File: config.mk
export PLATFORM = sky130hd
export DESIGN_NAME = fdd_cfg_regs_flat
export DESIGN_NICKNAME = d
export VERILOG_FILES = /design/src/fdd_pkg.sv /design/src/fdd_ifs.sv /design/src/fdd_cfg_regs.sv /design/src/flat_wrapper.sv
export SDC_FILE = /design/constraint.sdc
export NUM_CORES = 1
export LEC_CHECK = 0
export BUFFER_PORTS_ARGS = -buffer_cell sky130_fd_sc_hd__buf_2
export CORE_ASPECT_RATIO = 1.25
export CORE_UTILIZATION = 49
export CTS_CLUSTER_DIAMETER = 150
export DETAILED_ROUTE_END_ITERATION = 8
export HOLD_SLACK_MARGIN = 0.02
export PLACE_DENSITY_LB_ADDON = 0.08
export SLEW_MARGIN = 20
export SYNTH_ARGS = -nofsm -noshare
export SYNTH_HDL_FRONTEND = slang
export SYNTH_SLANG_ARGS = --single-unit
export TNS_END_PERCENT = 20
File: constraint.sdc
create_clock -name clk -period 0.9 [get_ports clk]
set_input_delay 0.135 -clock clk [delete_from_list [all_inputs] [get_ports clk]]
set_output_delay 0.135 -clock clk [all_outputs]
set_load 0.05 [all_outputs]
File: src/fdd_pkg.sv
`timescale 1ns / 1ps
// shared types, constants and fixed-point helpers for the damped feedback delay
package fdd_pkg;

    // sample and configuration widths
    localparam int SAMPLE_W   = 16;
    localparam int GAIN_W     = 15;
    localparam int CFG_IDX_W  = 4;
    localparam int CFG_DATA_W = 16;
    localparam int PROD_W     = 33;
    localparam int SCALED_W   = 18;
    localparam int SUM_W      = 19;

    // configuration register indexes
    localparam logic [CFG_IDX_W-1:0] REG_DELAY_LENGTH  = CFG_IDX_W'(0);
    localparam logic [CFG_IDX_W-1:0] REG_LOWPASS_COEF  = CFG_IDX_W'(1);
    localparam logic [CFG_IDX_W-1:0] REG_FEEDBACK_GAIN = CFG_IDX_W'(2);
    localparam logic [CFG_IDX_W-1:0] REG_MIX_GAIN      = CFG_IDX_W'(3);

    // configuration reset values
    localparam logic [15:0]       RST_DELAY_LENGTH  = 16'd12000;
    localparam logic [GAIN_W-1:0] RST_LOWPASS_COEF  = 15'd12000;
    localparam logic [GAIN_W-1:0] RST_FEEDBACK_GAIN = 15'd14746;
    localparam logic [GAIN_W-1:0] RST_MIX_GAIN      = 15'd19661;

    // configuration register set
    typedef struct packed {
        logic [15:0]       delay_length;
        logic [GAIN_W-1:0] lowpass_coef;
        logic [GAIN_W-1:0] feedback_gain;
        logic [GAIN_W-1:0] mix_gain;
    } fdd_cfg_t;

    // q1.15 product scaling, round to nearest with ties toward plus infinity
    function automatic logic signed [SCALED_W-1:0] q15_round(
        input logic signed [PROD_W-1:0] p
    );
        logic signed [PROD_W-1:0] s;
        s = p + 33'sd16384;
        return s[PROD_W-1:15];
    endfunction

    // clamp to the signed 16-bit range
    function automatic logic signed [SAMPLE_W-1:0] sat16(
        input logic signed [SUM_W-1:0] v
    );
        logic signed [SAMPLE_W-1:0] r;
        if (v > 19'sd32767) begin
            r = 16'sh7fff;
        end
        else if (v < -19'sd32768) begin
            r = 16'sh8000;
        end
        else begin
            r = v[SAMPLE_W-1:0];
        end
        return r;
    endfunction

endpackage

File: src/fdd_ifs.sv


interface fdd_cfg_if import fdd_pkg::*; ();
    logic                  valid;
    logic                  ready;
    logic [CFG_IDX_W-1:0]  index;
    logic [CFG_DATA_W-1:0] data;

    modport source (output valid, output index, output data, input ready);
    modport sink (input valid, input index, input data, output ready);
endinterface

File: src/fdd_cfg_regs.sv
`timescale 1ns / 1ps
// configuration register file for the damped feedback delay
module fdd_cfg_regs import fdd_pkg::*; (
    input  logic      clk,
    input  logic      rst_n,
    fdd_cfg_if.sink   cfg,
    output fdd_cfg_t  regs
);

    fdd_cfg_t regs_reg;
    fdd_cfg_t regs_next;

    // writes are always taken
    assign cfg.ready = 1'b1;

    // decode one register write per transfer, unknown indexes ignored
    always_comb
    begin
        regs_next = regs_reg;
        if (cfg.valid)
        begin
            unique case (cfg.index)
                REG_DELAY_LENGTH:  regs_next.delay_length  = cfg.data;
                REG_LOWPASS_COEF:  regs_next.lowpass_coef  = cfg.data[GAIN_W-1:0];
                REG_FEEDBACK_GAIN: regs_next.feedback_gain = cfg.data[GAIN_W-1:0];
                REG_MIX_GAIN:      regs_next.mix_gain      = cfg.data[GAIN_W-1:0];
                default:           regs_next = regs_reg;
            endcase
        end
    end

    always_ff @(posedge clk or negedge rst_n)
    begin
        if (!rst_n)
        begin
            regs_reg.delay_length  <= RST_DELAY_LENGTH;
            regs_reg.lowpass_coef  <= RST_LOWPASS_COEF;
            regs_reg.feedback_gain <= RST_FEEDBACK_GAIN;
            regs_reg.mix_gain      <= RST_MIX_GAIN;
        end
        else
        begin
            regs_reg <= regs_next;
        end
    end

    assign regs = regs_reg;

endmodule

File: src/flat_wrapper.sv
// flat-port wrapper written by rule: the top's interface ports become plain ports
module fdd_cfg_regs_flat import fdd_pkg::*;
  (clk, rst_n, regs, cfg_valid, cfg_index, cfg_data, cfg_ready);
  fdd_cfg_if cfg_i ();
  input  logic clk;
  input  logic rst_n;
  output fdd_cfg_t regs;
  input wire logic [$bits(cfg_i.valid)-1:0] cfg_valid;
  input wire logic [$bits(cfg_i.index)-1:0] cfg_index;
  input wire logic [$bits(cfg_i.data)-1:0] cfg_data;
  output wire logic [$bits(cfg_i.ready)-1:0] cfg_ready;
  assign cfg_i.valid = cfg_valid;
  assign cfg_i.index = cfg_index;
  assign cfg_i.data = cfg_data;
  assign cfg_ready = cfg_i.ready;
  fdd_cfg_regs u_core (.clk(clk), .rst_n(rst_n), .cfg(cfg_i), .regs(regs));
endmodule
==> report_table.html <==
<table>
<tr><th>Metric</th><th>Value</th></tr>
<tr><th colspan="2">CTS</th></tr>
<tr><td>Maximum number of buffers from clock root to sink</td><td>2</td></tr>
<tr><td>CTS Root Buffer Type</td><td>clkbuf_8</td></tr>
<tr><td>Clock-pin transition on the worst setup and hold timing paths</td><td>0.07 ns</td></tr>
<tr><td>TritonCTS clock tree</td><td>done</td></tr>
<tr><td># clock sinks</td><td>61</td></tr>
<tr><td>Number of buffers created by CTS</td><td>9</td></tr>
<tr><td>H-tree level count</td><td>3</td></tr>
<tr><td>Clock latency on the worst-skew pair</td><td>0.32 ns</td></tr>
<tr><th colspan="2">Worst setup path</th></tr>
<tr><td>Reg2reg path depth</td><td>2</td></tr>
<tr><td>Launch point of the worst reg-to-reg path</td><td>u_core.regs[23]</td></tr>
<tr><td>Setup CP Type</td><td>reg -&gt; out</td></tr>
<tr><td>Cell breakdown of the critical path</td><td>buf_8</td></tr>
<tr><td>CP Max Fanout</td><td>2</td></tr>
<tr><td>Internal reg-to-reg setup slack</td><td>0.05 ns</td></tr>
<tr><td>Maximum cell stage delay along the critical path</td><td>0.55 ns</td></tr>
<tr><td>Kind of cell with the highest combined delay on the critical path</td><td>flip-flops</td></tr>
<tr><td>Capture point of the worst reg-to-reg path</td><td>u_core.regs[23]</td></tr>
<tr><td>Critical Path End Type</td><td>output port</td></tr>
<tr><td>Slowest cell on crit path</td><td>dfstp_2</td></tr>
<tr><td>Number of buffers and inverters on the critical path</td><td>1</td></tr>
<tr><td>Data required time at the worst endpoint</td><td>0.76 ns</td></tr>
<tr><td>Data arrival time at the worst-slack endpoint</td><td>1.03 ns</td></tr>
<tr><td>Startpoint type of the worst setup path</td><td>flip-flop</td></tr>
<tr><th colspan="2">Floorplan</th></tr>
<tr><td>Starting density of the core</td><td>52.5%</td></tr>
<tr><td>Count of pins on the block boundary</td><td>85</td></tr>
<tr><td>Area of the placeable core</td><td>0.00453 mm²</td></tr>
<tr><td>Die area</td><td>0.00513 mm²</td></tr>
<tr><td>Horizontal die dimension</td><td>64.3 µm</td></tr>
<tr><td>Core Rows</td><td>27</td></tr>
<tr><td>Die Ht</td><td>79.9 µm</td></tr>
<tr><th colspan="2">Finish</th></tr>
<tr><td>Antenna diode instance count</td><td>0</td></tr>
<tr><td>Share of cells above drive strength 1</td><td>85.4%</td></tr>
<tr><td># nets final</td><td>264</td></tr>
<tr><td>Number of fill cells</td><td>205</td></tr>
<tr><td>Most frequent cells in the layout</td><td>47 x mux2_2, 36 x buf_6, 31 x dfrtp_1</td></tr>
<tr><td>Most common cell after layout, fill and taps aside</td><td>mux2_2</td></tr>
<tr><td>Flip-flop count of the largest register, all copies and words added</td><td>61</td></tr>
<tr><td>Design Area, Final</td><td>0.00380 mm²</td></tr>
<tr><td>Layout Area Growth over Synthesis</td><td>60.1%</td></tr>
<tr><td>Final core utilization</td><td>84.0%</td></tr>
<tr><th colspan="2">Global route</th></tr>
<tr><td>Largest net degree at the start of global routing</td><td>62</td></tr>
<tr><td>Met3 track demand over resource in global routing</td><td>8.29%</td></tr>
<tr><td>Total track usage</td><td>23.2%</td></tr>
<tr><td>Initial antenna violation count</td><td>0</td></tr>
<tr><td>Global-route met1 utilization</td><td>26.7%</td></tr>
<tr><td>Global routing met2 resource utilization</td><td>39.9%</td></tr>
<tr><td>Grt peak-use layer</td><td>met2</td></tr>
<tr><td>Wire length of the first global-routing pass</td><td>8610 µm</td></tr>
<tr><td>Total congestion overflow</td><td>0</td></tr>
<tr><td>Via count of the first global-routing pass</td><td>1,698</td></tr>
<tr><th colspan="2">Yosys</th></tr>
<tr><td>Count of mapped cells out of synthesis</td><td>137</td></tr>
<tr><td>Mapped cell area</td><td>0.00238 mm²</td></tr>
<tr><td>Count of cell types in the netlist</td><td>15</td></tr>
<tr><td>Synth warnings</td><td>0</td></tr>
<tr><td>Share of the yosys chip area belonging to registers</td><td>65.8%</td></tr>
<tr><td>Average cell area after synthesis</td><td>17.3 µm²</td></tr>
<tr><td>Flop and latch count out of synthesis</td><td>61</td></tr>
<tr><td>Net count after synthesis</td><td>160</td></tr>
<tr><th colspan="2">Detailed routing</th></tr>
<tr><td>Total routed wirelength</td><td>5340 µm</td></tr>
<tr><td>Count of routing violations after the opening detailed-route iteration</td><td>56</td></tr>
<tr><td>Drc violations</td><td>0</td></tr>
<tr><td>Wire length per cell</td><td>17.6 µm</td></tr>
<tr><td>Total via count after detailed routing</td><td>1,555</td></tr>
<tr><td>Detailed-router iteration count before antenna repair</td><td>4</td></tr>
<tr><td>Post-route ant nets</td><td>0</td></tr>
<tr><td>Ratio of routed vias to standard cells</td><td>5.12</td></tr>
<tr><th colspan="2">STA</th></tr>
<tr><td>Setup repair after global routing missed its margin</td><td>yes</td></tr>
<tr><td>Achievable clock frequency</td><td>858 MHz</td></tr>
<tr><td>Final setup fails</td><td>73</td></tr>
<tr><td>Final worst path period need</td><td>1.17 ns</td></tr>
<tr><td>Slew Viols, Final</td><td>0</td></tr>
<tr><td>Period utilisation layout</td><td>130%</td></tr>
<tr><td>Hold violation total from the final report</td><td>0</td></tr>
<tr><td>Worst Clk Skew</td><td>0 ns</td></tr>
<tr><td>Min setup slack post-route</td><td>-0.266 ns</td></tr>
<tr><th colspan="2">Placed design</th></tr>
<tr><td>Total placed instance area</td><td>0.00301 mm²</td></tr>
<tr><td>Gpl congestion</td><td>0.696</td></tr>
<tr><td>Pre-CTS setup slack</td><td>-0.412 ns</td></tr>
<tr><td>Count of buffers from port buffering</td><td>83</td></tr>
<tr><td>HPWL after detailed placement</td><td>3480 µm</td></tr>
<tr><th colspan="2">Hold path</th></tr>
<tr><td>Worst hold path endpoint</td><td>u_core.regs[60]</td></tr>
<tr><td>Worst Hold Path Cells</td><td>2</td></tr>
<tr><td>Hold Path Class</td><td>in -&gt; reg</td></tr>
<tr><td>Worst Min Path Start</td><td>cfg_data[15]</td></tr>
<tr><th colspan="2">Status</th></tr>
<tr><td>Result of the run</td><td>finished with violations</td></tr>
<tr><td>Violated checks</td><td>setup timing</td></tr>
<tr><th colspan="2">Power and ir drop</th></tr>
<tr><td>Total power of the final layout</td><td>11.7 mW</td></tr>
<tr><td>Leakage power</td><td>1.75 nW</td></tr>
<tr><td>VDD IR-drop max</td><td>0.00191 V</td></tr>
<tr><td>Pwr Density</td><td>3090 mW/mm²</td></tr>
<tr><th colspan="2">Run</th></tr>
<tr><td>MaxCap Viol Count</td><td>0</td></tr>
</table>
metrics by stage:
stage,instances,setup TNS [ns],hold slack (ns)
6_report,304,-11.51,0.0512
5_1_grt,304,-14.22,0.0449
4_1_cts,303,-12.48,0.0291
3_5_place_dp,283,-21.45,0.172
3_3_place_gp,283,-20.18,0.154
2_1_floorplan,137,-11.45,-0.161
worst reg2reg max path: stages, from the launching register on:
cell	delay, ns
dfstp_2	0.56
buf_4	0.11
mux2_2	0.13
worst max path at each step:
stage	from	end	slack, ns	cells past startpoint
after global routing	u_core.regs[14]	regs[14]	-0.30	1
after floorplan	cfg_index[1]	u_core.regs[12]	-0.31	4
after CTS	u_core.regs[18]	regs[18]	-0.28	1
after detailed placement	cfg_index[1]	u_core.regs[8]	-0.41	5
after global placement	cfg_index[2]	u_core.regs[29]	-0.39	5
final	u_core.regs[18]	regs[18]	-0.27	1
layout make-up:
cell class / count / area [µm²] / area share [%]
clock buffer: 13 / 169 / 4.44
clock inverter: 3 / 42.5 / 1.12
timing repair buffer: 99 / 1110 / 29.1
tap: 58 / 72.6 / 1.91
sequential: 61 / 1560 / 41.1
multi-input combinational: 70 / 850 / 22.3
timing repair:
item,4_1_cts,5_1_grt
setup endpoints to repair,91,99
hold endpoints to repair,31,0
pin swaps,1,1
resized for setup,153,13
gates cloned,0,0
setup buffers,3,1
hold buffers,1,0
synthesized netlist by cell type (all sizes together):
| cell type | instances | area, µm² |
|---|---|---|
| mux2 | 61 | 687 |
| dfrtp | 31 | 776 |
| dfstp | 30 | 788 |
| buf | 6 | 50.0 |
| nand2 | 2 | 10.0 |
| and2b | 1 | 7.51 |
| conb | 1 | 3.75 |
| nand3 | 1 | 10.0 |
| nor2 | 1 | 3.75 |
| nor2b | 1 | 6.26 |
| nor3 | 1 | 10.0 |
| nor4b | 1 | 23.8 |
report_power, final:
part / leakage [nW] / internal [mW] / switching (mW)
logic: 0.950 / 2.14 / 2.94
registers: 0.695 / 3.63 / 0.546
clock network: 0.106 / 1.50 / 0.979
total: 1.75 / 7.27 / 4.47
cell families after synthesis:
kind of cell / after synthesis / share of synthesized area [%]
flip-flops: 61 / 65.8
buffers and inverters: 6 / 2.11
multiplexers: 61 / 28.9
other: 1 / 0.158
AND/OR/NAND/NOR: 8 / 3.00
per-layer routing:
| metal | up-vias | routed length (µm) |
|---|---|---|
| met5 | - | 0 |
| met4 | 0 | 66 |
| met3 | 11 | 338 |
| met2 | 66 | 2920 |
| met1 | 788 | 2020 |
| li1 | 690 | - |
Power figures use the tool's default switching activity.
